<file path="src/rtl/core/bsd_pkg.sv">
`timescale 1ns / 1ps

package bsd_pkg;

    // parse modes
    localparam logic [1:0] MODE_TEXT = 2'd0;
    localparam logic [1:0] MODE_ESC  = 2'd1;
    localparam logic [1:0] MODE_OCT  = 2'd2;
    localparam logic [1:0] MODE_HEX  = 2'd3;

    // character codes
    localparam logic [7:0] CH_BSLASH = 8'h5C;
    localparam logic [7:0] CH_A      = 8'h61;
    localparam logic [7:0] CH_B      = 8'h62;
    localparam logic [7:0] CH_F      = 8'h66;
    localparam logic [7:0] CH_N      = 8'h6E;
    localparam logic [7:0] CH_R      = 8'h72;
    localparam logic [7:0] CH_V      = 8'h76;
    localparam logic [7:0] CH_X      = 8'h78;
    localparam logic [7:0] CH_ZERO   = 8'h30;
    localparam logic [7:0] CH_BEL    = 8'h07;
    localparam logic [7:0] CH_BS     = 8'h08;
    localparam logic [7:0] CH_FF     = 8'h0C;
    localparam logic [7:0] CH_LF     = 8'h0A;
    localparam logic [7:0] CH_CR     = 8'h0D;
    localparam logic [7:0] CH_VT     = 8'h0B;

    localparam logic [1:0] OCT_DIGITS = 2'd3;
    localparam logic [1:0] HEX_DIGITS = 2'd2;

    // output queue
    localparam int QUEUE_DEPTH = 4;
    localparam int QPTR_W      = $clog2(QUEUE_DEPTH);
    localparam int QCNT_W      = $clog2(QUEUE_DEPTH + 1);

    typedef struct packed {
        logic [1:0] mode;
        logic [7:0] value;
        logic [1:0] left;
    } t_parse_state;

    typedef struct packed {
        logic       valid;
        logic [7:0] data;
        logic       last;
    } t_word;

    typedef struct packed {
        logic       ok;
        logic [3:0] val;
    } t_digit;

    function automatic t_digit digit_of(input logic [7:0] b, input logic [1:0] mode);
        t_digit r;
        r.ok  = 1'b0;
        r.val = 4'd0;
        if (mode == MODE_OCT) begin
            if (b >= 8'h30 && b <= 8'h37) begin
                r.ok  = 1'b1;
                r.val = b[3:0];
            end
        end else if (b >= 8'h30 && b <= 8'h39) begin
            r.ok  = 1'b1;
            r.val = b[3:0];
        end else if ((b >= 8'h61 && b <= 8'h66) || (b >= 8'h41 && b <= 8'h46)) begin
            r.ok  = 1'b1;
            r.val = b[3:0] + 4'd9;
        end
        return r;
    endfunction

endpackage

</file>
<file path="src/rtl/core/bsd_decode.sv">
`timescale 1ns / 1ps

module bsd_decode (
    input  logic                  i_enable,
    input  logic [7:0]            i_byte,
    input  logic                  i_last,
    input  bsd_pkg::t_parse_state i_state,
    output bsd_pkg::t_parse_state o_state,
    output bsd_pkg::t_word        o_word0,
    output bsd_pkg::t_word        o_word1
);

    bsd_pkg::t_digit w_dig;
    logic [7:0]      w_acc;
    logic [1:0]      w_left;

    always_comb begin
        w_dig  = bsd_pkg::digit_of(i_byte, i_state.mode);
        w_acc  = (i_state.mode == bsd_pkg::MODE_OCT) ? {i_state.value[4:0], w_dig.val[2:0]}
                                                      : {i_state.value[3:0], w_dig.val};
        w_left = i_state.left - 2'd1;
    end

    always_comb begin
        o_state = i_state;
        o_word0 = '{valid: 1'b0, data: i_byte, last: i_last};
        o_word1 = '{valid: 1'b0, data: i_byte, last: i_last};

        if (!i_enable) begin
            o_state       = '0;
            o_word0.valid = 1'b1;
        end else begin
            case (i_state.mode)
                bsd_pkg::MODE_TEXT: begin
                    if (i_byte == bsd_pkg::CH_BSLASH && !i_last) begin
                        o_state.mode = bsd_pkg::MODE_ESC;
                    end else begin
                        o_word0.valid = 1'b1;
                    end
                end
                bsd_pkg::MODE_ESC: begin
                    o_state.mode  = bsd_pkg::MODE_TEXT;
                    o_word0.valid = 1'b1;
                    case (i_byte)
                        bsd_pkg::CH_A:      o_word0.data = bsd_pkg::CH_BEL;
                        bsd_pkg::CH_B:      o_word0.data = bsd_pkg::CH_BS;
                        bsd_pkg::CH_F:      o_word0.data = bsd_pkg::CH_FF;
                        bsd_pkg::CH_N:      o_word0.data = bsd_pkg::CH_LF;
                        bsd_pkg::CH_R:      o_word0.data = bsd_pkg::CH_CR;
                        bsd_pkg::CH_V:      o_word0.data = bsd_pkg::CH_VT;
                        bsd_pkg::CH_BSLASH: o_word0.data = bsd_pkg::CH_BSLASH;
                        bsd_pkg::CH_ZERO, bsd_pkg::CH_X: begin
                            o_state.value = 8'd0;
                            o_word0.data  = 8'd0;
                            if (!i_last) begin
                                o_word0.valid = 1'b0;
                                o_state.mode  = (i_byte == bsd_pkg::CH_ZERO) ?
                                                bsd_pkg::MODE_OCT : bsd_pkg::MODE_HEX;
                                o_state.left  = (i_byte == bsd_pkg::CH_ZERO) ?
                                                bsd_pkg::OCT_DIGITS : bsd_pkg::HEX_DIGITS;
                            end
                        end
                        default: begin
                            // unknown escape keeps the backslash
                            o_word0.data  = bsd_pkg::CH_BSLASH;
                            o_word0.last  = 1'b0;
                            o_word1.valid = 1'b1;
                        end
                    endcase
                end
                default: begin
                    if (w_dig.ok) begin
                        o_state.value = w_acc;
                        o_state.left  = w_left;
                        if (w_left == 2'd0 || i_last) begin
                            o_word0.valid = 1'b1;
                            o_word0.data  = w_acc;
                            o_state       = '0;
                        end
                    end else begin
                        // flush the value, then treat the byte as plain text
                        o_word0.valid = 1'b1;
                        o_word0.data  = i_state.value;
                        o_word0.last  = 1'b0;
                        o_state       = '0;
                        if (i_byte == bsd_pkg::CH_BSLASH && !i_last) begin
                            o_state.mode = bsd_pkg::MODE_ESC;
                        end else begin
                            o_word1.valid = 1'b1;
                        end
                    end
                end
            endcase
        end
    end

endmodule

</file>
<file path="src/rtl/core/bsd_outq.sv">
`timescale 1ns / 1ps

module bsd_outq (
    input  logic           i_clk,
    input  logic           i_rst_n,
    input  logic           i_push,
    input  bsd_pkg::t_word i_word0,
    input  bsd_pkg::t_word i_word1,
    output logic           o_room,
    output logic           o_valid,
    input  logic           i_ready,
    output logic [7:0]     o_data,
    output logic           o_last
);

    logic [8:0] r_mem [bsd_pkg::QUEUE_DEPTH];
    logic [bsd_pkg::QPTR_W-1:0] r_wr, n_wr;
    logic [bsd_pkg::QPTR_W-1:0] r_rd, n_rd;
    logic [bsd_pkg::QCNT_W-1:0] r_count, n_count;
    logic [bsd_pkg::QCNT_W-1:0] w_push_n;
    logic                       w_pop;
    logic                       w_wr0, w_wr1;
    logic [bsd_pkg::QPTR_W-1:0] w_addr1;

    always_comb begin
        w_wr0    = i_push && i_word0.valid;
        w_wr1    = i_push && i_word1.valid;
        w_push_n = bsd_pkg::QCNT_W'(w_wr0) + bsd_pkg::QCNT_W'(w_wr1);
        w_pop    = o_valid && i_ready;
        w_addr1  = r_wr + bsd_pkg::QPTR_W'(w_wr0);
        n_wr     = r_wr + w_push_n[bsd_pkg::QPTR_W-1:0];
        n_rd     = r_rd + bsd_pkg::QPTR_W'(w_pop);
        n_count  = r_count + w_push_n - bsd_pkg::QCNT_W'(w_pop);
    end

    // room for two words regardless of the output side
    assign o_room  = (r_count <= bsd_pkg::QCNT_W'(bsd_pkg::QUEUE_DEPTH - 2));
    assign o_valid = (r_count != '0);
    assign o_data  = r_mem[r_rd][8:1];
    assign o_last  = r_mem[r_rd][0];

    always_ff @(posedge i_clk) begin
        if (!i_rst_n) begin
            r_wr    <= '0;
            r_rd    <= '0;
            r_count <= '0;
        end else begin
            r_wr    <= n_wr;
            r_rd    <= n_rd;
            r_count <= n_count;
        end
    end

    always_ff @(posedge i_clk) begin
        if (w_wr0) begin
            r_mem[r_wr] <= {i_word0.data, i_word0.last};
        end
        if (w_wr1) begin
            r_mem[w_addr1] <= {i_word1.data, i_word1.last};
        end
    end

    a_count_range: assert property (@(posedge i_clk) disable iff (!i_rst_n)
        r_count <= bsd_pkg::QCNT_W'(bsd_pkg::QUEUE_DEPTH))
        else $error("output queue count out of range");

    a_no_overflow: assert property (@(posedge i_clk) disable iff (!i_rst_n)
        w_push_n != '0 |-> (r_count + w_push_n) <= bsd_pkg::QCNT_W'(bsd_pkg::QUEUE_DEPTH))
        else $error("output queue overflow");

    a_pop_only: assert property (@(posedge i_clk) disable iff (!i_rst_n)
        (w_pop && w_push_n == '0) |=> r_count == $past(r_count) - 1'b1)
        else $error("output queue count did not drop on pop");

    a_second_needs_first: assert property (@(posedge i_clk) disable iff (!i_rst_n)
        w_wr1 |-> w_wr0)
        else $error("second word pushed without first");

endmodule

</file>
<file path="src/rtl/core/backslash_escape_decoder.sv">
`timescale 1ns / 1ps
// each accepted word writes its results into the output queue, which presents them in order
// throughput: one word per cycle; a word that yields two results fills two queue slots
// and the input stalls while fewer than two of the four output queue slots are free
// reset: synchronous active-low; clears the parse state, the queue and escape_enable

module backslash_escape_decoder (
    input  logic       i_clk,
    input  logic       i_rst_n,
    input  logic       i_cfg_wr_en,
    input  logic       i_cfg_wr_data,
    input  logic       i_in_valid,
    output logic       o_in_ready,
    input  logic [7:0] i_in_byte,
    input  logic       i_in_last,
    output logic       o_out_valid,
    input  logic       i_out_ready,
    output logic [7:0] o_out_byte,
    output logic       o_out_last
);

    logic                  r_enable;
    bsd_pkg::t_parse_state r_state, n_state;
    bsd_pkg::t_word        w_word0, w_word1;
    logic                  w_accept;

    assign w_accept = i_in_valid && o_in_ready;

    bsd_decode u_decode (
        .i_enable (r_enable),
        .i_byte   (i_in_byte),
        .i_last   (i_in_last),
        .i_state  (r_state),
        .o_state  (n_state),
        .o_word0  (w_word0),
        .o_word1  (w_word1)
    );

    bsd_outq u_outq (
        .i_clk   (i_clk),
        .i_rst_n (i_rst_n),
        .i_push  (w_accept),
        .i_word0 (w_word0),
        .i_word1 (w_word1),
        .o_room  (o_in_ready),
        .o_valid (o_out_valid),
        .i_ready (i_out_ready),
        .o_data  (o_out_byte),
        .o_last  (o_out_last)
    );

    always_ff @(posedge i_clk) begin
        if (!i_rst_n) begin
            r_enable <= 1'b0;
            r_state  <= '0;
        end else begin
            if (i_cfg_wr_en) begin
                r_enable <= i_cfg_wr_data;
            end
            if (w_accept) begin
                r_state <= n_state;
            end
        end
    end

    a_last_ends_escape: assert property (@(posedge i_clk) disable iff (!i_rst_n)
        (w_accept && i_in_last) |=> r_state.mode == bsd_pkg::MODE_TEXT)
        else $error("escape still open after final word");

    a_last_emits: assert property (@(posedge i_clk) disable iff (!i_rst_n)
        (w_accept && i_in_last) |-> w_word0.valid)
        else $error("final word produced no result");

    a_disabled_text: assert property (@(posedge i_clk) disable iff (!i_rst_n)
        (w_accept && !r_enable) |=> r_state == '0)
        else $error("parse state kept while escapes disabled");

endmodule
</file>
<file path="config.mk">
export PLATFORM = sky130hd
export DESIGN_NAME = backslash_escape_decoder
export DESIGN_NICKNAME = d
export VERILOG_FILES = /design/src/rtl/core/bsd_pkg.sv /design/src/rtl/core/bsd_decode.sv /design/src/rtl/core/bsd_outq.sv /design/src/rtl/core/backslash_escape_decoder.sv
export SDC_FILE = /design/constraint.sdc
export NUM_CORES = 1
export LEC_CHECK = 0
export ABC_AREA = 1
export BUFFER_PORTS_ARGS = -buffer_cell sky130_fd_sc_hd__buf_4
export CAP_MARGIN = 20
export CORE_ASPECT_RATIO = 1.1
export CORE_MARGIN = 2
export CORE_UTILIZATION = 55
export DETAILED_ROUTE_END_ITERATION = 8
export PLACE_DENSITY_LB_ADDON = 0.25
export SKIP_CTS_REPAIR_TIMING = 1
export SLEW_MARGIN = 20
export SYNTH_ARGS = -nofsm -noshare
export SYNTH_HDL_FRONTEND = slang
export SYNTH_SLANG_ARGS = --single-unit
</file>
<file path="constraint.sdc">
create_clock -name i_clk -period 6.34 [get_ports i_clk]
set_input_delay 0 -clock i_clk [delete_from_list [all_inputs] [get_ports i_clk]]
set_output_delay 0 -clock i_clk [all_outputs]
set_load 0.03 [all_outputs]
</file>
==> metrics.txt <==
post-route cell area 4240 sq um; Worst VDD drop 194 uV; fin crit period 3870 ps; Worst Path Arrival 3860 ps; class of the worst hold path in2reg; routed vias 3803; post-place setup slack 2610 ps; gr usage total 27.2%; DP HPWL 8020 microns; Worst R2R Path Depth 12; reg2reg start r_state[11]$_SDFFE_PN0P_; FF-to-FF End u_outq.r_mem[2][3]$_DFFE_PP_; fraction of layout cells with a size suffix above 1 13.3%; Final Cycle Share 61.0%; first-pass GRT wire length 16800 microns; drt via density 5.93; status complete, no violations; ANT cells 0; PortBufs 25; CP Class reg2reg; Num Clock Sinks 56; post-synth cell types 33; YS warnings 0; Commonest cells post-synth nand2_1, nand3_1, nor2_1; Final #Nets 584; RSZ-0062 raised after global routing false; #FFs+latches synth 56; cell count after synthesis 541; area post-placement 4120 sq um; Seq/Total Area, Yosys 37.2%; top post-synthesis cells by area edfxtp_1, nand2_1, dfxtp_1; Final WS setup 2470 ps; largest net degree at the start of global routing 26; Max Slew Vio Count 0; Worst Setup End Kind flip-flop; CTS buffer count 5; Post-synth top flop edfxtp_1; Clk pin slew, worst setup/hold paths 110 ps; Routed Antenna Nets 0; EDFF count, synth 36; Worst setup SP type flip-flop; Slew @ Worst Pin 652 ps; FMAX 0.259 GHz; syn_nets 570; final RePlAce weighted congestion 1.01; final hold violations 0; CP required 6330 ps; drt first-iter violations 399; number of max-cap violations 0; root buffer cell clkbuf_8; Mean Syn Cell Area 7.35 sq um; Slew HR 56.4%; initial antenna violation count 0; row count 32; Mapped Area 3980 sq um; clk_lat worst skew 320 ps; reg-to-reg slack, setup 2470 ps; crit path max fanout 13; H-Tree Depth 2; initial core utilization 56.8%; Worst Setup SP r_state[11]$_SDFFE_PN0P_; Pre-antenna DRT Iters 5; total grt overflow 0; top-count cell post-synth nand2_1; number of global-route vias before repair 3569; DRC 0; Die H 93.2 microns; Routed WL 10400 microns; clock buffer depth 2; routed wire length per instance 16.3 microns; cell taking the most area after synthesis edfxtp_1; top-level port count 26; CTS tree yes; Setup crit end u_outq.r_mem[2][3]$_DFFE_PP_; area grow syn2layout 6.67%; CORE AREA 7010 sq um; skew final 5.88 ps; Post-Route Setup TNS 0 ps; full die area 7930 sq um; power density cells 293 nW/um^2; final core occ 60.6%; final setup fails 0; Synth top area share 27.2%; Async S/R FF share, synth 0%; die width 85.1 microns; Lkg Pwr 0.00183 uW
## stage by stage
stage               std cells  power [uW]  hold slack, ps
global route              641        1320            66.5
finish                    641        1240            24.4
global placement          630        1020             226
detailed placement        630        1030             242
CTS                       638        1240           -93.1
floorplan                 541         885             139
## power by group
| part | total [uW] | switching [uW] | internal (uW) |
|---|---|---|---|
| logic | 542 | 370 | 172 |
| clock network | 208 | 129 | 78.9 |
| registers | 493 | 43.7 | 449 |
| total | 1240 | 542 | 700 |
## logic make-up after synthesis
| logic type | after synthesis | synth area share (%) |
|---|---|---|
| simple gates | 296 | 35.2 |
| compound gates | 95 | 13.0 |
| buf+inv | 74 | 8.74 |
| flops | 56 | 37.2 |
| fa+ha+maj | 14 | 4.59 |
| xor+xnor | 6 | 1.32 |
## routing by layer
metal / vias up / GRT usage (%) / wire length [microns]
met1: 1717 / 32.1 / 4030
met4: 0 / 14.8 / 422
met3: 48 / 4.06 / 771
li1: 1835 / - / -
met5: - / 0 / 0
met2: 203 / 47.1 / 5210
## flip-flops by register name, indices dropped and copies added (netlist names)
| register | cells |
|---|---|
| r_enable | 1 |
| r_state | 12 |
| u_outq.r_count | 3 |
| u_outq.r_mem | 36 |
| u_outq.r_rd | 2 |
| u_outq.r_wr | 2 |
## area by class of cell
| cell class | instances | area, sq um |
|---|---|---|
| clock buffer | 5 | 68.8 |
| clock inverter | 3 | 21.3 |
| fill | 636 | 2760 |
| inverter | 53 | 199 |
| multi-input combinational | 411 | 2150 |
| sequential | 56 | 1480 |
| tap | 85 | 106 |
| timing repair buffer | 28 | 218 |
## cell usage in the layout (no fill, tap or decap)
master	netlist	routed
nor3_1	5	5
nor2_1	58	58
dlygate4sd3_1	0	3
nor2_2	3	3
nand3_2	8	8
nand2_1	129	129
edfxtp_1	36	36
o21ai_0	35	35
nor2_4	7	7
inv_6	0	1
o22ai_1	12	12
clkbuf_8	0	5
a21boi_4	1	1
buf_4	2	25
ha_1	13	13
xor2_1	4	4
a22oi_1	1	1
nand4_4	1	1
inv_2	8	8
nand4_1	3	3
clkinvlp_4	0	1
nand2_2	8	8
a21oi_1	30	30
nand3_1	70	70
inv_1	45	45
xnor2_1	2	2
a21oi_2	1	1
nor2_8	1	1
a21boi_0	1	1
o21ai_1	12	12
clkinv_2	0	1
dfxtp_1	20	20
a31oi_1	2	2
nand2_4	3	3
fa_1	1	1
## critical path, stage by stage (launching register included)
cell     delay (ps)
dfxtp_1         600
nand2_1         350
inv_1           220
nand2_1          90
nand2_2         260
o21ai_1         120
a21oi_2         300
ha_1            220
xor2_1          220
inv_1            80
nor2_1          410
nand3_2         290
nand2_1         380
## how the worst min path moves through the flow
stage                  start                       to  slack, ps  cells past startpoint
2_1_floorplan  i_cfg_wr_data    r_enable$_SDFFE_PN0P_        140                      2
3_3_place_gp   i_cfg_wr_data    r_enable$_SDFFE_PN0P_        230                      3
3_5_place_dp   i_cfg_wr_data    r_enable$_SDFFE_PN0P_        240                      3
4_1_cts        i_cfg_wr_data    r_enable$_SDFFE_PN0P_        -90                      3
5_1_grt            i_in_last  r_state[0]$_SDFFE_PN0P_         70                      4
6_report           i_in_last  r_state[0]$_SDFFE_PN0P_         20                      4
No activity file was read; power rests on OpenSTA's default activity.
